## src/rtl/cell_library_token_lexer_assert.svh

```systemverilog
// assertion macros shared by the lexer modules
// each use expects clk and rst_n in scope
`ifndef CELL_LIBRARY_TOKEN_LEXER_ASSERT_SVH
`define CELL_LIBRARY_TOKEN_LEXER_ASSERT_SVH

// same-cycle implication
`define CLT_ASSERT_NOW(label, ante, cons, msg) \
  label: assert property (@(posedge clk) disable iff (!rst_n) (ante) |-> (cons)) \
    else $error(msg);

// next-cycle implication
`define CLT_ASSERT_NEXT(label, ante, cons, msg) \
  label: assert property (@(posedge clk) disable iff (!rst_n) (ante) |=> (cons)) \
    else $error(msg);

`endif

```

## src/rtl/clt_pkg.sv

```systemverilog
package clt_pkg;

  // lexer states
  typedef enum logic [3:0] {
    ST_START   = 4'd0,
    ST_IDENT   = 4'd1,
    ST_NUM     = 4'd2,
    ST_FRAC    = 4'd3,
    ST_EXP     = 4'd4,
    ST_EXPD    = 4'd5,
    ST_COMMENT = 4'd6,
    ST_QUOTE   = 4'd7,
    ST_LPOINT  = 4'd8
  } lex_state_t;

  // token kinds
  localparam logic [4:0] TK_END   = 5'd0;
  localparam logic [4:0] TK_SEMI  = 5'd1;
  localparam logic [4:0] TK_EQ    = 5'd2;
  localparam logic [4:0] TK_LP    = 5'd3;
  localparam logic [4:0] TK_RP    = 5'd4;
  localparam logic [4:0] TK_NOT   = 5'd5;
  localparam logic [4:0] TK_STAR  = 5'd6;
  localparam logic [4:0] TK_PLUS  = 5'd7;
  localparam logic [4:0] TK_HAT   = 5'd8;
  localparam logic [4:0] TK_KW0   = 5'd9;
  localparam logic [4:0] TK_STR   = 5'd16;
  localparam logic [4:0] TK_NUM   = 5'd17;
  localparam logic [4:0] TK_ERROR = 5'd18;

  // result kinds
  localparam logic RK_TEXT  = 1'b0;
  localparam logic RK_TOKEN = 1'b1;

  // keyword table
  localparam int KW_COUNT = 7;
  localparam logic [KW_COUNT-1:0] KW_ALL = '1;
  localparam logic [3:0] KW_LEN [KW_COUNT] = '{4'd4, 4'd3, 4'd6, 4'd3, 4'd7, 4'd6, 4'd6};
  localparam logic [7:0] KW_TEXT [KW_COUNT][8] = '{
    '{"G", "A", "T", "E", 8'h00, 8'h00, 8'h00, 8'h00},
    '{"P", "I", "N", 8'h00, 8'h00, 8'h00, 8'h00, 8'h00},
    '{"N", "O", "N", "I", "N", "V", 8'h00, 8'h00},
    '{"I", "N", "V", 8'h00, 8'h00, 8'h00, 8'h00, 8'h00},
    '{"U", "N", "K", "N", "O", "W", "N", 8'h00},
    '{"C", "O", "N", "S", "T", "0", 8'h00, 8'h00},
    '{"C", "O", "N", "S", "T", "1", 8'h00, 8'h00}
  };

  localparam logic [3:0] LEN_MAX = 4'd15;

  // queue geometry
  localparam int QAW    = 2;
  localparam int QDEPTH = 1 << QAW;

  // one result
  typedef struct packed {
    logic       kind;
    logic [4:0] tok;
    logic [7:0] ch;
  } res_t;

  // all results of one item, one or two
  typedef struct packed {
    logic two;
    res_t r0;
    res_t r1;
  } entry_t;

  // queue side channel
  typedef struct packed {
    logic   valid;
    entry_t entry;
  } q_port_t;

  function automatic logic is_alpha(logic [7:0] c);
    return (c >= "A" && c <= "Z") || (c >= "a" && c <= "z");
  endfunction

  function automatic logic is_digit(logic [7:0] c);
    return c >= "0" && c <= "9";
  endfunction

  // drop keywords that the next identifier character rules out
  function automatic logic [KW_COUNT-1:0] kw_filter(logic [KW_COUNT-1:0] m, logic [3:0] len,
                                                   logic [7:0] c);
    logic [KW_COUNT-1:0] r;
    r = m;
    for (int k = 0; k < KW_COUNT; k++) begin
      if (len >= KW_LEN[k] || KW_TEXT[k][len[2:0]] != c) r[k] = 1'b0;
    end
    return r;
  endfunction

  // token of a finished identifier, lowest keyword index wins
  function automatic logic [4:0] ident_tok(logic [KW_COUNT-1:0] m, logic [3:0] len);
    logic [4:0] t;
    t = TK_STR;
    for (int k = KW_COUNT - 1; k >= 0; k--) begin
      if (m[k] && len == KW_LEN[k]) t = TK_KW0 + 5'(k);
    end
    return t;
  endfunction

  function automatic res_t mk_text(logic [7:0] c);
    res_t r;
    r.kind = RK_TEXT;
    r.tok  = TK_END;
    r.ch   = c;
    return r;
  endfunction

  function automatic res_t mk_tok(logic [4:0] t);
    res_t r;
    r.kind = RK_TOKEN;
    r.tok  = t;
    r.ch   = 8'h00;
    return r;
  endfunction

endpackage

```

## src/rtl/cell_library_token_lexer.sv

```systemverilog
// Streaming lexer for a gate-library text format. Each input transfer carries one character
// byte, or an end-of-input mark; each output transfer carries either an echoed text character
// of the current token or a completed token kind, with last set on the final result of an item.
// The front end accepts one item per cycle whenever its four-entry queue has room and decodes
// it against the lexer state in that same cycle; the back end drains the queue at one result per
// cycle, while the receiver does not stall, through a registered output. An item yields at most
// one result, or two when a token ends and the same character starts the next one (or on end
// of input after an open token); sustained rate is one item per cycle for single-result streams
// while the receiver does not stall. Each result passes through queue storage and the output register.
module cell_library_token_lexer (
  input  logic       clk,
  input  logic       rst_n,
  input  logic       in_valid,
  output logic       in_stall,
  input  logic [7:0] in_char_code,
  input  logic       in_end_of_input,
  output logic       out_valid,
  input  logic       out_stall,
  output logic       out_result_kind,
  output logic [4:0] out_token_kind,
  output logic [7:0] out_text_char,
  output logic       out_last
);

  clt_pkg::q_port_t push;
  clt_pkg::q_port_t head;
  logic             q_full;
  logic             pop;

  // character decode and lexer state
  clt_front u_front (
    .clk            (clk),
    .rst_n          (rst_n),
    .in_valid       (in_valid),
    .in_stall       (in_stall),
    .in_char_code   (in_char_code),
    .in_end_of_input(in_end_of_input),
    .q_full         (q_full),
    .push           (push)
  );

  // result queue
  clt_queue u_queue (
    .clk  (clk),
    .rst_n(rst_n),
    .push (push),
    .full (q_full),
    .head (head),
    .pop  (pop)
  );

  // result serializer
  clt_back u_back (
    .clk            (clk),
    .rst_n          (rst_n),
    .head           (head),
    .pop            (pop),
    .out_valid      (out_valid),
    .out_stall      (out_stall),
    .out_result_kind(out_result_kind),
    .out_token_kind (out_token_kind),
    .out_text_char  (out_text_char),
    .out_last       (out_last)
  );

endmodule

```

## src/rtl/clt_front.sv

```systemverilog
`include "cell_library_token_lexer_assert.svh"

module clt_front (
  input  logic                clk,
  input  logic                rst_n,
  input  logic                in_valid,
  output logic                in_stall,
  input  logic [7:0]          in_char_code,
  input  logic                in_end_of_input,
  input  logic                q_full,
  output clt_pkg::q_port_t    push
);

  clt_pkg::lex_state_t state_r, state_nxt;
  logic [clt_pkg::KW_COUNT-1:0] km_r, km_nxt;
  logic [3:0] len_r, len_nxt;

  logic acc;
  logic [7:0] c;

  // start-of-token decode
  logic                sc_emit;
  clt_pkg::res_t       sc_res;
  clt_pkg::lex_state_t sc_state;
  logic                sc_ident;

  logic [1:0]    n;
  clt_pkg::res_t r0, r1;
  logic          do_start;

  assign in_stall = q_full;
  assign acc      = in_valid && !q_full;
  assign c        = in_char_code;

  // what a character does when it opens a token
  always_comb begin
    sc_emit  = 1'b1;
    sc_res   = clt_pkg::mk_tok(clt_pkg::TK_ERROR);
    sc_state = clt_pkg::ST_START;
    sc_ident = 1'b0;
    if (clt_pkg::is_alpha(c) || c == "_") begin
      sc_res   = clt_pkg::mk_text(c);
      sc_state = clt_pkg::ST_IDENT;
      sc_ident = 1'b1;
    end else if (clt_pkg::is_digit(c) || c == "-") begin
      sc_res   = clt_pkg::mk_text(c);
      sc_state = clt_pkg::ST_NUM;
    end else begin
      unique case (c)
        " ", 8'h09, 8'h0a: sc_emit = 1'b0;
        ".": begin
          sc_res   = clt_pkg::mk_text(c);
          sc_state = clt_pkg::ST_LPOINT;
        end
        "#": begin
          sc_emit  = 1'b0;
          sc_state = clt_pkg::ST_COMMENT;
        end
        "\"": begin
          sc_emit  = 1'b0;
          sc_state = clt_pkg::ST_QUOTE;
        end
        ";":      sc_res = clt_pkg::mk_tok(clt_pkg::TK_SEMI);
        "=":      sc_res = clt_pkg::mk_tok(clt_pkg::TK_EQ);
        "(":      sc_res = clt_pkg::mk_tok(clt_pkg::TK_LP);
        ")":      sc_res = clt_pkg::mk_tok(clt_pkg::TK_RP);
        "!":      sc_res = clt_pkg::mk_tok(clt_pkg::TK_NOT);
        "*", "&": sc_res = clt_pkg::mk_tok(clt_pkg::TK_STAR);
        "+", "|": sc_res = clt_pkg::mk_tok(clt_pkg::TK_PLUS);
        "^":      sc_res = clt_pkg::mk_tok(clt_pkg::TK_HAT);
        default:  sc_res = clt_pkg::mk_tok(clt_pkg::TK_ERROR);
      endcase
    end
  end

  // next state and results of the item
  always_comb begin
    state_nxt = state_r;
    km_nxt    = km_r;
    len_nxt   = len_r;
    n         = 2'd0;
    r0        = clt_pkg::mk_tok(clt_pkg::TK_END);
    r1        = clt_pkg::mk_tok(clt_pkg::TK_END);
    do_start  = 1'b0;

    if (in_end_of_input) begin
      unique case (state_r)
        clt_pkg::ST_IDENT: begin
          r0 = clt_pkg::mk_tok(clt_pkg::ident_tok(km_r, len_r));
          n  = 2'd1;
        end
        clt_pkg::ST_NUM, clt_pkg::ST_FRAC, clt_pkg::ST_EXP, clt_pkg::ST_EXPD: begin
          r0 = clt_pkg::mk_tok(clt_pkg::TK_NUM);
          n  = 2'd1;
        end
        clt_pkg::ST_QUOTE, clt_pkg::ST_LPOINT: begin
          r0 = clt_pkg::mk_tok(clt_pkg::TK_ERROR);
          n  = 2'd1;
        end
        default: n = 2'd0;
      endcase
      if (n == 2'd0) begin
        r0 = clt_pkg::mk_tok(clt_pkg::TK_END);
      end else begin
        r1 = clt_pkg::mk_tok(clt_pkg::TK_END);
      end
      n         = n + 2'd1;
      state_nxt = clt_pkg::ST_START;
      km_nxt    = clt_pkg::KW_ALL;
      len_nxt   = 4'd0;
    end else begin
      unique case (state_r)
        clt_pkg::ST_IDENT: begin
          if (clt_pkg::is_alpha(c) || clt_pkg::is_digit(c) || c == "_") begin
            km_nxt  = clt_pkg::kw_filter(km_r, len_r, c);
            len_nxt = (len_r < clt_pkg::LEN_MAX) ? len_r + 4'd1 : len_r;
            r0      = clt_pkg::mk_text(c);
            n       = 2'd1;
          end else begin
            r0       = clt_pkg::mk_tok(clt_pkg::ident_tok(km_r, len_r));
            n        = 2'd1;
            do_start = 1'b1;
          end
        end
        clt_pkg::ST_NUM, clt_pkg::ST_FRAC, clt_pkg::ST_EXP, clt_pkg::ST_EXPD: begin
          n  = 2'd1;
          r0 = clt_pkg::mk_text(c);
          if (clt_pkg::is_digit(c)) begin
            if (state_r == clt_pkg::ST_EXP) state_nxt = clt_pkg::ST_EXPD;
          end else if (c == "." && state_r == clt_pkg::ST_NUM) begin
            state_nxt = clt_pkg::ST_FRAC;
          end else if ((c == "E" || c == "e") &&
                       (state_r == clt_pkg::ST_NUM || state_r == clt_pkg::ST_FRAC)) begin
            state_nxt = clt_pkg::ST_EXP;
          end else if (c == "-" && state_r == clt_pkg::ST_EXP) begin
            state_nxt = clt_pkg::ST_EXPD;
          end else begin
            r0       = clt_pkg::mk_tok(clt_pkg::TK_NUM);
            do_start = 1'b1;
          end
        end
        clt_pkg::ST_LPOINT: begin
          n = 2'd1;
          if (clt_pkg::is_digit(c)) begin
            r0        = clt_pkg::mk_text(c);
            state_nxt = clt_pkg::ST_FRAC;
          end else begin
            r0        = clt_pkg::mk_tok(clt_pkg::TK_ERROR);
            state_nxt = clt_pkg::ST_START;
          end
        end
        clt_pkg::ST_COMMENT: begin
          if (c == 8'h0a) state_nxt = clt_pkg::ST_START;
        end
        clt_pkg::ST_QUOTE: begin
          n = 2'd1;
          if (c == "\"") begin
            r0        = clt_pkg::mk_tok(clt_pkg::TK_STR);
            state_nxt = clt_pkg::ST_START;
          end else begin
            r0 = clt_pkg::mk_text(c);
          end
        end
        default: do_start = 1'b1;
      endcase

      // character opens the next token
      if (do_start) begin
        state_nxt = sc_state;
        if (sc_ident) begin
          km_nxt  = clt_pkg::kw_filter(clt_pkg::KW_ALL, 4'd0, c);
          len_nxt = 4'd1;
        end
        if (sc_emit) begin
          if (n == 2'd0) begin
            r0 = sc_res;
          end else begin
            r1 = sc_res;
          end
          n = n + 2'd1;
        end
      end
    end
  end

  // queue write
  always_comb begin
    push.valid     = acc && (n != 2'd0);
    push.entry.two = (n == 2'd2);
    push.entry.r0  = r0;
    push.entry.r1  = r1;
  end

  // lexer state registers
  always_ff @(posedge clk) begin
    if (!rst_n) begin
      state_r <= clt_pkg::ST_START;
      km_r    <= clt_pkg::KW_ALL;
      len_r   <= 4'd0;
    end else if (acc) begin
      state_r <= state_nxt;
      km_r    <= km_nxt;
      len_r   <= len_nxt;
    end
  end

  `CLT_ASSERT_NEXT(a_eoi_resets, acc && in_end_of_input, state_r == clt_pkg::ST_START && len_r == 4'd0 && km_r == clt_pkg::KW_ALL, "lexer state not back at start after end of input")
  `CLT_ASSERT_NOW(a_eoi_ends, acc && in_end_of_input, push.valid && ((push.entry.two ? push.entry.r1.tok : push.entry.r0.tok) == clt_pkg::TK_END), "end of input does not close with end token")

endmodule

```

## src/rtl/clt_queue.sv

```systemverilog
`include "cell_library_token_lexer_assert.svh"

module clt_queue (
  input  logic             clk,
  input  logic             rst_n,
  input  clt_pkg::q_port_t push,
  output logic             full,
  output clt_pkg::q_port_t head,
  input  logic             pop
);

  clt_pkg::entry_t mem_r [clt_pkg::QDEPTH];
  logic [clt_pkg::QAW-1:0] wr_ptr_r, wr_ptr_nxt;
  logic [clt_pkg::QAW-1:0] rd_ptr_r, rd_ptr_nxt;
  logic [clt_pkg::QAW:0]   cnt_r, cnt_nxt;
  logic                    empty;

  assign full  = (cnt_r == (clt_pkg::QAW + 1)'(clt_pkg::QDEPTH));
  assign empty = (cnt_r == '0);

  // head of queue
  always_comb begin
    head.valid = !empty;
    head.entry = mem_r[rd_ptr_r];
  end

  // pointer and count update
  always_comb begin
    wr_ptr_nxt = push.valid ? wr_ptr_r + 1'b1 : wr_ptr_r;
    rd_ptr_nxt = pop ? rd_ptr_r + 1'b1 : rd_ptr_r;
    cnt_nxt    = cnt_r;
    if (push.valid && !pop) begin
      cnt_nxt = cnt_r + 1'b1;
    end else if (pop && !push.valid) begin
      cnt_nxt = cnt_r - 1'b1;
    end
  end

  always_ff @(posedge clk) begin
    if (!rst_n) begin
      wr_ptr_r <= '0;
      rd_ptr_r <= '0;
      cnt_r    <= '0;
    end else begin
      wr_ptr_r <= wr_ptr_nxt;
      rd_ptr_r <= rd_ptr_nxt;
      cnt_r    <= cnt_nxt;
    end
  end

  // entry storage
  always_ff @(posedge clk) begin
    if (push.valid) mem_r[wr_ptr_r] <= push.entry;
  end

  `CLT_ASSERT_NOW(a_no_overflow, push.valid, !full, "write into a full queue")
  `CLT_ASSERT_NOW(a_no_underflow, pop, !empty, "read from an empty queue")

endmodule

```

## src/rtl/clt_back.sv

```systemverilog
`include "cell_library_token_lexer_assert.svh"

module clt_back (
  input  logic             clk,
  input  logic             rst_n,
  input  clt_pkg::q_port_t head,
  output logic             pop,
  output logic             out_valid,
  input  logic             out_stall,
  output logic             out_result_kind,
  output logic [4:0]       out_token_kind,
  output logic [7:0]       out_text_char,
  output logic             out_last
);

  logic          half_r, half_nxt;
  logic          valid_r, valid_nxt;
  clt_pkg::res_t res_r;
  logic          last_r;

  logic          load;
  logic          is_last;
  clt_pkg::res_t pick;

  // pick the next result from the head entry
  always_comb begin
    load      = !valid_r || !out_stall;
    pick      = half_r ? head.entry.r1 : head.entry.r0;
    is_last   = half_r || !head.entry.two;
    pop       = load && head.valid && is_last;
    half_nxt  = (load && head.valid) ? !is_last : half_r;
    valid_nxt = load ? head.valid : valid_r;
  end

  always_ff @(posedge clk) begin
    if (!rst_n) begin
      valid_r <= 1'b0;
      half_r  <= 1'b0;
    end else begin
      valid_r <= valid_nxt;
      half_r  <= half_nxt;
    end
  end

  // output payload register
  always_ff @(posedge clk) begin
    if (load && head.valid) begin
      res_r  <= pick;
      last_r <= is_last;
    end
  end

  assign out_valid       = valid_r;
  assign out_result_kind = res_r.kind;
  assign out_token_kind  = res_r.tok;
  assign out_text_char   = res_r.ch;
  assign out_last        = last_r;

  `CLT_ASSERT_NOW(a_half_has_pair, half_r, head.valid && head.entry.two, "second result pending without a two-result entry")

endmodule

```

## config.mk

```make
export PLATFORM = sky130hd
export DESIGN_NAME = cell_library_token_lexer
export DESIGN_NICKNAME = d
export VERILOG_FILES = /design/src/rtl/clt_pkg.sv /design/src/rtl/cell_library_token_lexer.sv /design/src/rtl/clt_front.sv /design/src/rtl/clt_queue.sv /design/src/rtl/clt_back.sv
export VERILOG_INCLUDE_DIRS = /design/src /design/src/rtl
export SDC_FILE = /design/constraint.sdc
export NUM_CORES = 1
export LEC_CHECK = 0
export ABC_AREA = 1
export BUFFER_PORTS_ARGS = -buffer_cell sky130_fd_sc_hd__buf_2
export CORE_UTILIZATION = 64
export CTS_BUF_LIST = sky130_fd_sc_hd__clkbuf_4 sky130_fd_sc_hd__clkbuf_8
export CTS_CLUSTER_SIZE = 20
export DETAILED_ROUTE_END_ITERATION = 10
export GPL_ROUTABILITY_DRIVEN = 0
export PLACE_DENSITY_LB_ADDON = 0.08
export SLEW_MARGIN = 20
export SYNTH_ARGS = -nofsm -noshare
export SYNTH_HDL_FRONTEND = slang
export SYNTH_SLANG_ARGS = --single-unit
```

## constraint.sdc

```tcl
create_clock -name clk -period 4.5 [get_ports clk]
set_clock_uncertainty 0.1 [all_clocks]
set_input_delay 0.9 -clock clk [delete_from_list [all_inputs] [get_ports clk]]
set_output_delay 0.9 -clock clk [all_outputs]
set_load 0.1 [all_outputs]
```

# After elaboration in Yosys (flattened, before gate mapping)
# Memory sizes are Yosys's and may differ from the RTL's. A register that Yosys moved wholly into a read port is not among the register bits.
# Cells that the tools add are included.
# totals
inputBits	13
mem_bits_ro	448
ram_bits	116
regBits	39
wordCells	252
mem_count	8
latchBits	0
out_inout_bits	17
# memory_table
name	words	word_bits	read_ports	rd_clocked_by_memory_dff	wr	line	text
u_queue.mem_r	4	29	1	1	1	clt_queue.sv:12	clt_pkg::entry_t mem_r [clt_pkg::QDEPTH];
(name not given)	8	8	1	0	0	clt_pkg.sv:89	if (len >= KW_LEN[k] || KW_TEXT[k][len[2:0]] != c) r[k] = 1'b0;
(name not given)	8	8	1	0	0	clt_pkg.sv:89	
(name not given)	8	8	1	0	0	clt_pkg.sv:89	
(name not given)	8	8	1	0	0	clt_pkg.sv:89	
(name not given)	8	8	1	0	0	clt_pkg.sv:89	
2 more memories	n/a	n/a	n/a	n/a	n/a	n/a	
# op_classes
shifts	0
add_sub_neg	7
mul	0
order_cmp	12
div	0
n_reduce_logical	57
n_bitwise	1
eq_ne	51
muxes	104
# op_table
operator	count
14-bit 2-to-1 mux	18
14-bit case mux with 9 select lines	1
8-bit 2-to-1 mux	14
8-bit by 6-bit equality test with 1-bit output (second input constant)	13
4-bit 2-to-1 mux	17
8-bit inequality test	7
14-bit case mux with 4 select lines	1
7-bit by 8-bit inequality test with 1-bit output (first input constant)	6
8-bit by 7-bit equality test with 1-bit output (second input constant)	5
13-bit case mux with 3 select lines	1
5-bit 2-to-1 mux	7
7-bit 2-to-1 mux	5
4-bit by 3-bit equality test with 1-bit output (second input constant)	7
1-bit 2-to-1 mux	26
1-bit logical AND	19
8-bit by 4-bit equality test with 1-bit output (second input constant)	2
8-bit by 7-bit greater-or-equal comparator with 1-bit output (second input constant)	2
8-bit by 7-bit less-or-equal comparator with 1-bit output (second input constant)	2
1-bit logical OR	16
2-bit 2-to-1 mux	8
4-bit case mux with 4 select lines	1
13-bit 2-to-1 mux	1
4-bit by 2-bit equality test with 1-bit output (second input constant)	3
4-bit by 3-bit greater-or-equal comparator with 1-bit output (second input constant)	3
other kinds (31)	47

# Logic depth before layout (Yosys ltp)
# Gate-level depths: netlist of run 1.
# depth
ltp_word	16
ltp_mapped	22
ltp_nobuf	21

# Cells and area by module
# Synthesis of run 1 repeated with hierarchy kept, for this count alone.
# unflattened
cells_unflattened	969
area_unflattened_um2	8569.5
# modules_own_cells
module	area_each_um2	cells_each	n_inst	seq_area_each_um2
clt_queue	4899.7	340	1	3663.5
clt_front	2910.3	555	1	300.3
clt_back	759.5	74	1	490.5

# Worst setup path after synthesis of run 1
# No wires, ideal clock.
# synth_path
kind	input -> register
start	in in_char_code[2]
end	mem u_queue.mem_r[0][0] (netlist bit) (enable)
setup_time_ns	0.415
path_stages	11
setup_slack_ns	0.492
arrival_ns	3.493
t_required_ns	3.985
cell_sequence	buf_2 > inv_1 > nand2_1 > nor3_1 > nand3_1 > o21a_1 > ha_1 > nand2_1 > nand3_2 > nand2_2 > nor2_1
# synth_via
elab_chain_cells	14
word_cells_on_any_way	46
classes_between	6 x order compare; 10 x eq/ne; 15 x mux; 15 x reduce/logical
# synth_lines
element	line	text
start, declared	cell_library_token_lexer.sv:15	input logic [7:0] in_char_code,
8-bit by 7-bit greater-or-equal comparator with 1-bit output (tied with other cells)	clt_pkg.sv:76	return (c >= "A" && c <= "Z") || (c >= "a" && c <= "z");
1-bit logical AND (tied with other cells)	clt_pkg.sv:76	
1-bit logical OR (tied with other cells)	clt_pkg.sv:76	
1-bit logical OR or 1-bit 2-to-1 mux (tied branches)	clt_front.sv:114, clt_front.sv:132	
1-bit logical OR or 1-bit 2-to-1 mux (tied branches)	clt_front.sv:114, clt_front.sv:130	
1-bit 2-to-1 mux (on tied branches)	clt_front.sv:114, clt_front.sv:128	
1-bit case mux with 3 select lines	clt_front.sv:112	unique case (state_r)
1-bit 2-to-1 mux	clt_front.sv:86	if (in_end_of_input) begin
2-bit 2-to-1 mux *	clt_front.sv:168	if (do_start) begin
2-bit 2-to-1 mux *	clt_front.sv:86	
2-bit nonzero test *	clt_front.sv:188	push.valid = acc && (n != 2'd0);
1-bit logical AND *	clt_front.sv:188	
1-bit 2-to-1 mux *	clt_queue.sv:53	if (push.valid) mem_r[wr_ptr_r] <= push.entry;
1-bit 2-to-1 mux (not written as such) *	clt_queue.sv:53	
end, declared	clt_queue.sv:12	
# Every way passes the cells marked *; elsewhere a longest branch is shown, timed or not. The select of a mux whose other input is x is not followed.

==> results of run 1 <==
==> logic make-up (layout without fill, tap and decap cells) <==
kind of cell,count (synthesis),after routing,share of synthesized area
AND/OR/NAND/NOR,426,426,0.234
AO/OA/AOI/OAI,175,175,0.121
flip-flops,157,157,0.548
buffers and inverters,115,152,0.0585
adder cells (fa/ha/maj),15,15,0.0240
XOR/XNOR,12,12,0.0129
other,1,4,0.000462
==> worst max-delay path by stage <==
stage                               start                             to  slack (ns)  depth (start not counted)
after floorplan           in_char_code[2]  u_queue.mem_r[0][0]$_DFFE_PP_        0.49                         11
after global placement    in_char_code[0]  u_queue.cnt_r[2]$_SDFFE_PN0P_        0.76                         21
after detailed placement  in_char_code[0]  u_queue.cnt_r[2]$_SDFFE_PN0P_        0.57                         21
after CTS                 in_char_code[0]  u_queue.cnt_r[2]$_SDFFE_PN0P_        1.06                         21
after global routing      in_char_code[0]  u_queue.cnt_r[2]$_SDFFE_PN0P_        0.65                         21
final                     in_char_code[0]  u_queue.cnt_r[2]$_SDFFE_PN0P_        0.97                         21
==> layout make-up <==
| cell class | count | area, µm² |
|---|---|---|
| clock buffer | 18 | 241 |
| tap | 168 | 210 |
| fill | 900 | 3320 |
| multi-input combinational | 632 | 3220 |
| clock inverter | 14 | 189 |
| sequential | 157 | 4460 |
| timing repair buffer | 41 | 273 |
| inverter | 79 | 299 |
==> through the flow <==
step / total power, mW / area, µm²
4_1_cts: 4.86 / 8890
3_5_place_dp: 3.74 / 8460
6_report: 4.87 / 8890
3_3_place_gp: 3.69 / 8460
2_1_floorplan: 3.34 / 8130
5_1_grt: 5.08 / 8890
==> worst max-delay path: stages <==
cell     delay [ns]
buf_2          0.27
inv_1          0.16
nand2_1        0.11
nor2_1         0.07
nand3_1        0.11
nand2_1        0.07
nor2_1         0.15
nand3_2        0.17
nand3_4        0.24
nand3_1        0.16
nand3_2        0.16
nand2_2        0.12
inv_1          0.08
ha_1           0.14
inv_1          0.07
fa_1           0.38
nor2_1         0.11
nor2_1         0.04
nand2_1        0.07
o21ai_0        0.07
a21oi_1        0.14
==> synth_stat cells, types with 3 or more instances <==
cell / n / area, µm²
clkbuf_1: 24 / 90.1
nor2_1: 175 / 657
nor2_2: 4 / 25.0
inv_1: 67 / 251
o211ai_1: 6 / 45.0
nand4_1: 13 / 81.3
a21oi_1: 34 / 170
nand3_1: 51 / 255
a31oi_1: 16 / 100
nand3b_1: 4 / 30.0
dfxtp_1: 26 / 521
inv_2: 10 / 37.5
nor3_1: 13 / 65.1
xor2_1: 12 / 105
o22ai_1: 23 / 144
ha_1: 14 / 175
edfxtp_1: 131 / 3930
nand2_1: 137 / 514
nand2_4: 3 / 33.8
o21ai_1: 3 / 15.0
nand3_2: 7 / 70.1
nand2_2: 5 / 31.3
or2_2: 6 / 37.5
buf_6: 3 / 33.8
o21ai_0: 83 / 415
buf_4: 4 / 30.0
==> registers in the layout, indices dropped and copies added (netlist names), named ones only <==
name,count
u_back.out_token_kind,5
u_front.len_r,4
u_queue.rd_ptr_r,2
u_queue.cnt_r,3
u_front.state_r,4
u_queue.mem_r,116
u_back.out_valid,1
u_back.out_result_kind,1
u_back.half_r,1
u_back.out_last,1
u_front.km_r,7
u_back.out_text_char,8
u_queue.wr_ptr_r,2
==> per-layer routing <==
metal / vias up / routed length [µm] / GRT usage
li1: 3145 / - / -
met1: 3175 / 7900 / 0.417
met2: 390 / 10100 / 0.559
met3: 76 / 1830 / 0.0836
met4: 0 / 681 / 0.162
met5: - / 0 / 0
==> power by group through the flow <==
stage                     combinational, mW  clock, mW  sequential [mW]
after floorplan                       0.804          0             2.54
after global placement                 1.69          0             2.00
after detailed placement               1.73          0             2.01
after CTS                              1.74       1.14             1.98
after global routing                   1.88       1.20             2.00
final                                  1.76       1.13             1.98
==> metrics.md, run 1 <==
| Metric | Value |
|---|---|
| Final WL | roughly 20000 µm |
| # hold bufs at CTS | 0 |
| Worst hold start | u_queue.rd_ptr_r[1]$_SDFFE_PN0P_ |
| TNS Setup | 0 ns |
| Number of max-cap violations | 0 |
| Mapped Cells | about 900 |
| Ratio of cells with drive above 1 in the final layout | 0.131 |
| RSZ-0062 raised after global routing | false |
| Htree depth | 4 |
| Comb pwr share | 0.361 |
| Crit path max fanout | 18 |
| Worst Reg2Reg Path Length in Cells | 15 |
| Yosys warns | 0 |
| Router iterations before antenna repair | 6 |
| Critical path arrival | 3.82 ns |
| Antenna-violating nets left | 0 |
| Die Height | approximately 110 µm |
| Final cell count without fillers | 1109 |
| Flops & latches, synth | around 160 |
| Initial drt markers | between 900 and 1000 |
| Hold endpoint | u_queue.rd_ptr_r[1]$_SDFFE_PN0P_ |
| Clock share of power | 0.232 |
| EDFF count, synth | 131 |
| FF-to-FF End | u_queue.cnt_r[1]$_SDFFE_PN0P_ |
| Vias in the first global route | 6583 |
| Hold slack | ~0.37 ns |
| Core Rows | 40 |
| Final min period | approximately 3.5 ns |
| Antenna Cells | 0 |
| Post-CTS sizing | 0 |
| Io pins | 30 |
| Initial antenna violation count | 0 |
| Hold Path Cell Cnt | 2 |
| Post-Syn Area | just over 8000 µm² |
| CTS tree | done |
| Setup WS post-layout | between 0.9 and 1 ns |
| Aggregate global routing overflow | 0 |
| # DRC | 0 |
| Worst hold path class | flop to flop |
| Largest net degree at the start of global routing | ~60 |
| Total die area | about 13000 µm² |
| Final setup fails | 0 |
| Internal | 2.88 mW |
| Leakage | roughly 3.4 nW |
| Setup bufs post-CTS | 0 |
| Total CTS buffers | 17 |
| Layout Nets | approximately 960 |
| Endpoints failing hold | 0 |
| Worst r2r src | u_front.state_r[3]$_SDFFE_PN0P_ |
| Worst path required time | roughly 4.8 ns |
| Switch Pwr | roughly 2.0 mW |
| Clock Root Buffer | clkbuf_8 |
| Worst R2R Setup Slack | roughly 1.1 ns |
| Placeable Area | 12200 µm² |
| Rel. slew slack | 0.331 |
| Max Root-Sink Buffers | 2 |
| Crit path capture type | flop |
| Clock-pin slew of the registers on the worst-case setup and hold paths | ~0.08 ns |
| Per-cell routed wire length | between 15 and 20 µm |
| Synth unique cells | 47 |
| Post-Syn Area per Cell | 9.01 µm² |
| Commonest cells after routing, fill and taps aside | nor2_1 (171), nand2_1 (137), edfxtp_1 (131) |
| Kind of critical path | input pin to flop |
| # clock sinks | 157 |
| Final Cycle Share | 0.784 |
| Port bufs | 29 |
| Post-Place Cells | 1077 |
| Peak supply drop | around 0.24 mV |
| Fmax | about 280 MHz |
| Cell Pwr Density | around 550 nW/µm² |
| Asr flop ratio synth | 0 |
| Worst-Skew Late Latency | 0.46 ns |
| Vias | slightly below 7000 |
| Sequential share of power | 0.407 |
| Initial core utilization | 0.665 |
| Crit start category | input pin |
| Outcome | finished clean |
| Die Wd | approximately 110 µm |
| Sw frac | 0.408 |
| Tot GR Track Use | 0.338 |
| Ys flop type | edfxtp_1 |
| DR vias/cell | 6.12 |
| Worst-Margin Slew | around 1 ns |
| Pins Over Slew Limit | 0 |
| Seq/Total Area, Yosys | 0.548 |
| First-pass GRT wire length | 33100 µm |
| DPL Wire Length | about 14000 µm |
| Leading cell type in the layout, fill and taps excluded | nor2_1 |
| Final Util | 0.728 |
| P&R area growth vs syn | 9.43% |
| Setup WS pre-CTS | 0.574 ns |
(Power assumes the default switching activity.)
==> run 2: changes to the inputs <==
--- a/config.mk
+++ b/config.mk
@@ -8,7 +8,7 @@
 export LEC_CHECK = 0
 export ABC_AREA = 1
 export BUFFER_PORTS_ARGS = -buffer_cell sky130_fd_sc_hd__buf_2
-export CORE_UTILIZATION = 64
+export CORE_UTILIZATION = 58
 export CTS_BUF_LIST = sky130_fd_sc_hd__clkbuf_4 sky130_fd_sc_hd__clkbuf_8
 export CTS_CLUSTER_SIZE = 20
 export DETAILED_ROUTE_END_ITERATION = 10
==> constraint.sdc (replaced) <==
create_clock -name clk -period 2.9 [get_ports clk]
set_clock_uncertainty 0.1 [all_clocks]
set_input_delay 0.58 -clock clk [delete_from_list [all_inputs] [get_ports clk]]
set_output_delay 0.58 -clock clk [all_outputs]
set_load 0.1 [all_outputs]
==> run 2 against run 1 <==
Net effect: clock power increased by 43%; register-to-register slack got worse by 0.94 ns; power increased by 56%; sequential cell count unchanged; hold slack got worse by 0.0022 ns; worst setup slack got worse by 0.80 ns; routed wire length about the same; clock-buffer cell count decreased by 1; non-clock buffer count increased by 66; largest cell class unchanged.
==> metrics.md, run 2 (synthesis results as in run 1) <==
| Metric | Value |
|---|---|
| Worst path required time | 3.19 ns (-1.60 ns) |
| Worst Reg2Reg Path Length in Cells | 19 (+4) |
| Clock Root Buffer | clkbuf_8 |
| FF-to-FF End | u_queue.cnt_r[2]$_SDFFE_PN0P_ |
| Total CTS buffers | 17 (unchanged) |
| RSZ-0062 raised after global routing | false |
| Worst hold path class | input pin to flop |
| Placed cell areas | 9110 µm² (+7.8%) |
| Htree depth | 4 (unchanged) |
| Layout Nets | 1022 (+6.9%) |
| Reg area | 4460 µm² (about the same) |
| Commonest cells after routing, fill and taps aside | nor2_1 (164), nand2_1 (134), edfxtp_1 (131) |
| DPL Wire Length | 14300 µm (+2.7%) |
| Total die area | 14500 µm² (+10%) |
| Core Rows | 42 (+5.0%) |
| Worst R2R Setup Slack | 0.17 ns (-0.94 ns) |
| Number of max-cap violations | 0 (unchanged) |
| Vias in the first global route | 6713 (+2.0%) |
| Ratio of cells with drive above 1 in the final layout | 0.212 (+0.0808) |
| Final WL | 20500 µm (about the same) |
| Router iterations before antenna repair | 5 (-1) |
| Per-cell routed wire length | 17.3 µm (-6.3%) |
| Max reg flops | 116 (unchanged) |
| Antenna-violating nets left | 0 (unchanged) |
| Kind of critical path | flop to flop |
| Clock-pin slew of the registers on the worst-case setup and hold paths | 0.08 ns (about the same) |
| Fmax | ~370 MHz |
| Crit path max fanout | 5 (-13) |
| Antenna Cells | 0 (unchanged) |
| DR vias/cell | 5.89 (-3.8%) |
| Initial drt markers | 806 (-16%) |
| Die Height | 120 µm (+5.0%) |
| Pins Over Slew Limit | 0 (unchanged) |
| Peak supply drop | 0.612 mV (+150%) |
| Reg with most FFs | u_queue.mem_r |
| Crit start category | flop |
| Final Util | 0.707 (-0.0204) |
| Outcome | finished clean |
| Initial antenna violation count | 0 (unchanged) |
| Rel. slew slack | 0.498 (+0.167) |
| Max Root-Sink Buffers | 2 (unchanged) |
| CP endpoint | u_queue.cnt_r[2]$_SDFFE_PN0P_ |
| Worst-Margin Slew | 0.747 ns (-0.255 ns) |
| Post-CTS sizing | 0 (unchanged) |
| Final Cycle Share | 0.941 |
| Final setup fails | 0 (unchanged) |
| Worst r2r src | u_front.state_r[3]$_SDFFE_PN0P_ |
| Final min period | about 2.7 ns |
| Endpoints failing hold | 0 (unchanged) |
| Port bufs | 29 (unchanged) |
| Worst-Skew Late Latency | 0.45 ns (about the same) |
| Initial core utilization | 0.604 (-0.0614) |
| Aggregate global routing overflow | 0 (unchanged) |
| Multi-input logic area | 3360 µm² (+4.2%) |
| CTS tree | done |
| Setup bufs post-CTS | 0 (unchanged) |
| Crit path capture type | flop |
| # DRC | 0 (unchanged) |
| Vias | 6965 (+2.6%) |
| Leading cell type in the layout, fill and taps excluded | nor2_1 |
| Largest net degree at the start of global routing | 57 (-3.4%) |
| Cell Pwr Density | 799 nW/µm² (+46%) |
| Die Wd | 120 µm (+5.0%) |
| Critical path arrival | 3.02 ns (-0.80 ns) |
| First-pass GRT wire length | 32900 µm (-0.65%) |
| Placeable Area | 13500 µm² (+10%) |
| P&R area growth vs syn | 17.2% |
| # hold bufs at CTS | 0 (unchanged) |
| Crit. Startpoint | u_front.state_r[3]$_SDFFE_PN0P_ |
| Leakage | 3.72 nW (+9.4%) |
| Tot GR Track Use | 0.296 (-0.0414) |
| Fillers | 1028 (+14%) |
| Final instance area | 9520 µm² (+7.1%) |
| Io pins | 30 (unchanged) |
| # clock sinks | 157 (unchanged) |
## run 2: cell types whose count changed in the layout (fill, tap and decap cells not counted), moves of 3 or more
cell	change
nand2_1	-3
nor2_1	-7
nand3_1	-3
inv_1	-4
nand3_4	+3
nor2_4	+7
clkinv_2	+3
buf_4	+65
## run 2: final cells by class
type,instances,area share
clock inverters,15,0.0167
well taps,176,0.0231
flip-flops and latches,157,0.468
repair buffers,107,0.0820
clock buffers,17,0.0246
multi-input cells,632,0.353
inverters,79,0.0325
## run 2: metrics by stage
step	TNS, ns	setup slack, ns	power, mW	std cells	hold WS (ns)
after floorplan	-0.0507	-0.0372	5.28	904	0.336
after global placement	-0.126	-0.0707	5.93	1151	0.349
after detailed placement	-0.528	-0.169	6.02	1151	0.361
after CTS	0	0.0616	7.62	1183	0.340
after global routing	0	0.0275	7.95	1183	0.365
final	0	0.172	7.61	1183	0.366
## run 2: worst min-delay path by stage
| stage | startpoint | end | slack (ns) | cells past startpoint |
|---|---|---|---|---|
| after floorplan | u_queue.rd_ptr_r[1]$_SDFFE_PN0P_ | flop | 0.34 | 2 |
| after global placement | u_queue.rd_ptr_r[1]$_SDFFE_PN0P_ | flop | 0.35 | 2 |
| after detailed placement | u_queue.rd_ptr_r[0]$_SDFFE_PN0P_ | flop | 0.36 | 1 |
| after CTS | rst_n | u_front.km_r[2]$_SDFFE_PN1P_ | 0.34 | 2 |
| after global routing | rst_n | u_front.km_r[0]$_SDFFE_PN1P_ | 0.36 | 2 |
| final | rst_n | u_front.km_r[2]$_SDFFE_PN1P_ | 0.37 | 2 |
## run 2: worst max-delay path, cell delays in order, from the launching register on
cell     delay (ns)
dfxtp_2        0.38
inv_1          0.06
nand2_1        0.12
nor3_4         0.07
buf_4          0.16
nor3_4         0.19
inv_2          0.08
ha_1           0.31
nand2_4        0.06
nand3_4        0.11
nand2_8        0.06
inv_4          0.05
ha_4           0.12
inv_4          0.04
fa_2           0.35
nor2_1         0.09
nor2_1         0.05
nand2_1        0.08
o21ai_1        0.06
a21oi_1        0.12
## run 2: metal layers
metal,track usage,vias to the layer above,share of wire
met2,0.518,338,0.50
met1,0.362,3286,0.40
li1,-,3284,-
met4,0.130,0,0.031
met3,0.0467,57,0.071
met5,0,-,0
## run 2: where the power goes
part / leakage [nW] / internal (mW) / switching [mW]
registers: 1.37 / 2.93 / 0.132
logic: 2.16 / 0.724 / 2.20
clock network: 0.199 / 0.775 / 0.842
total: 3.72 / 4.43 / 3.17
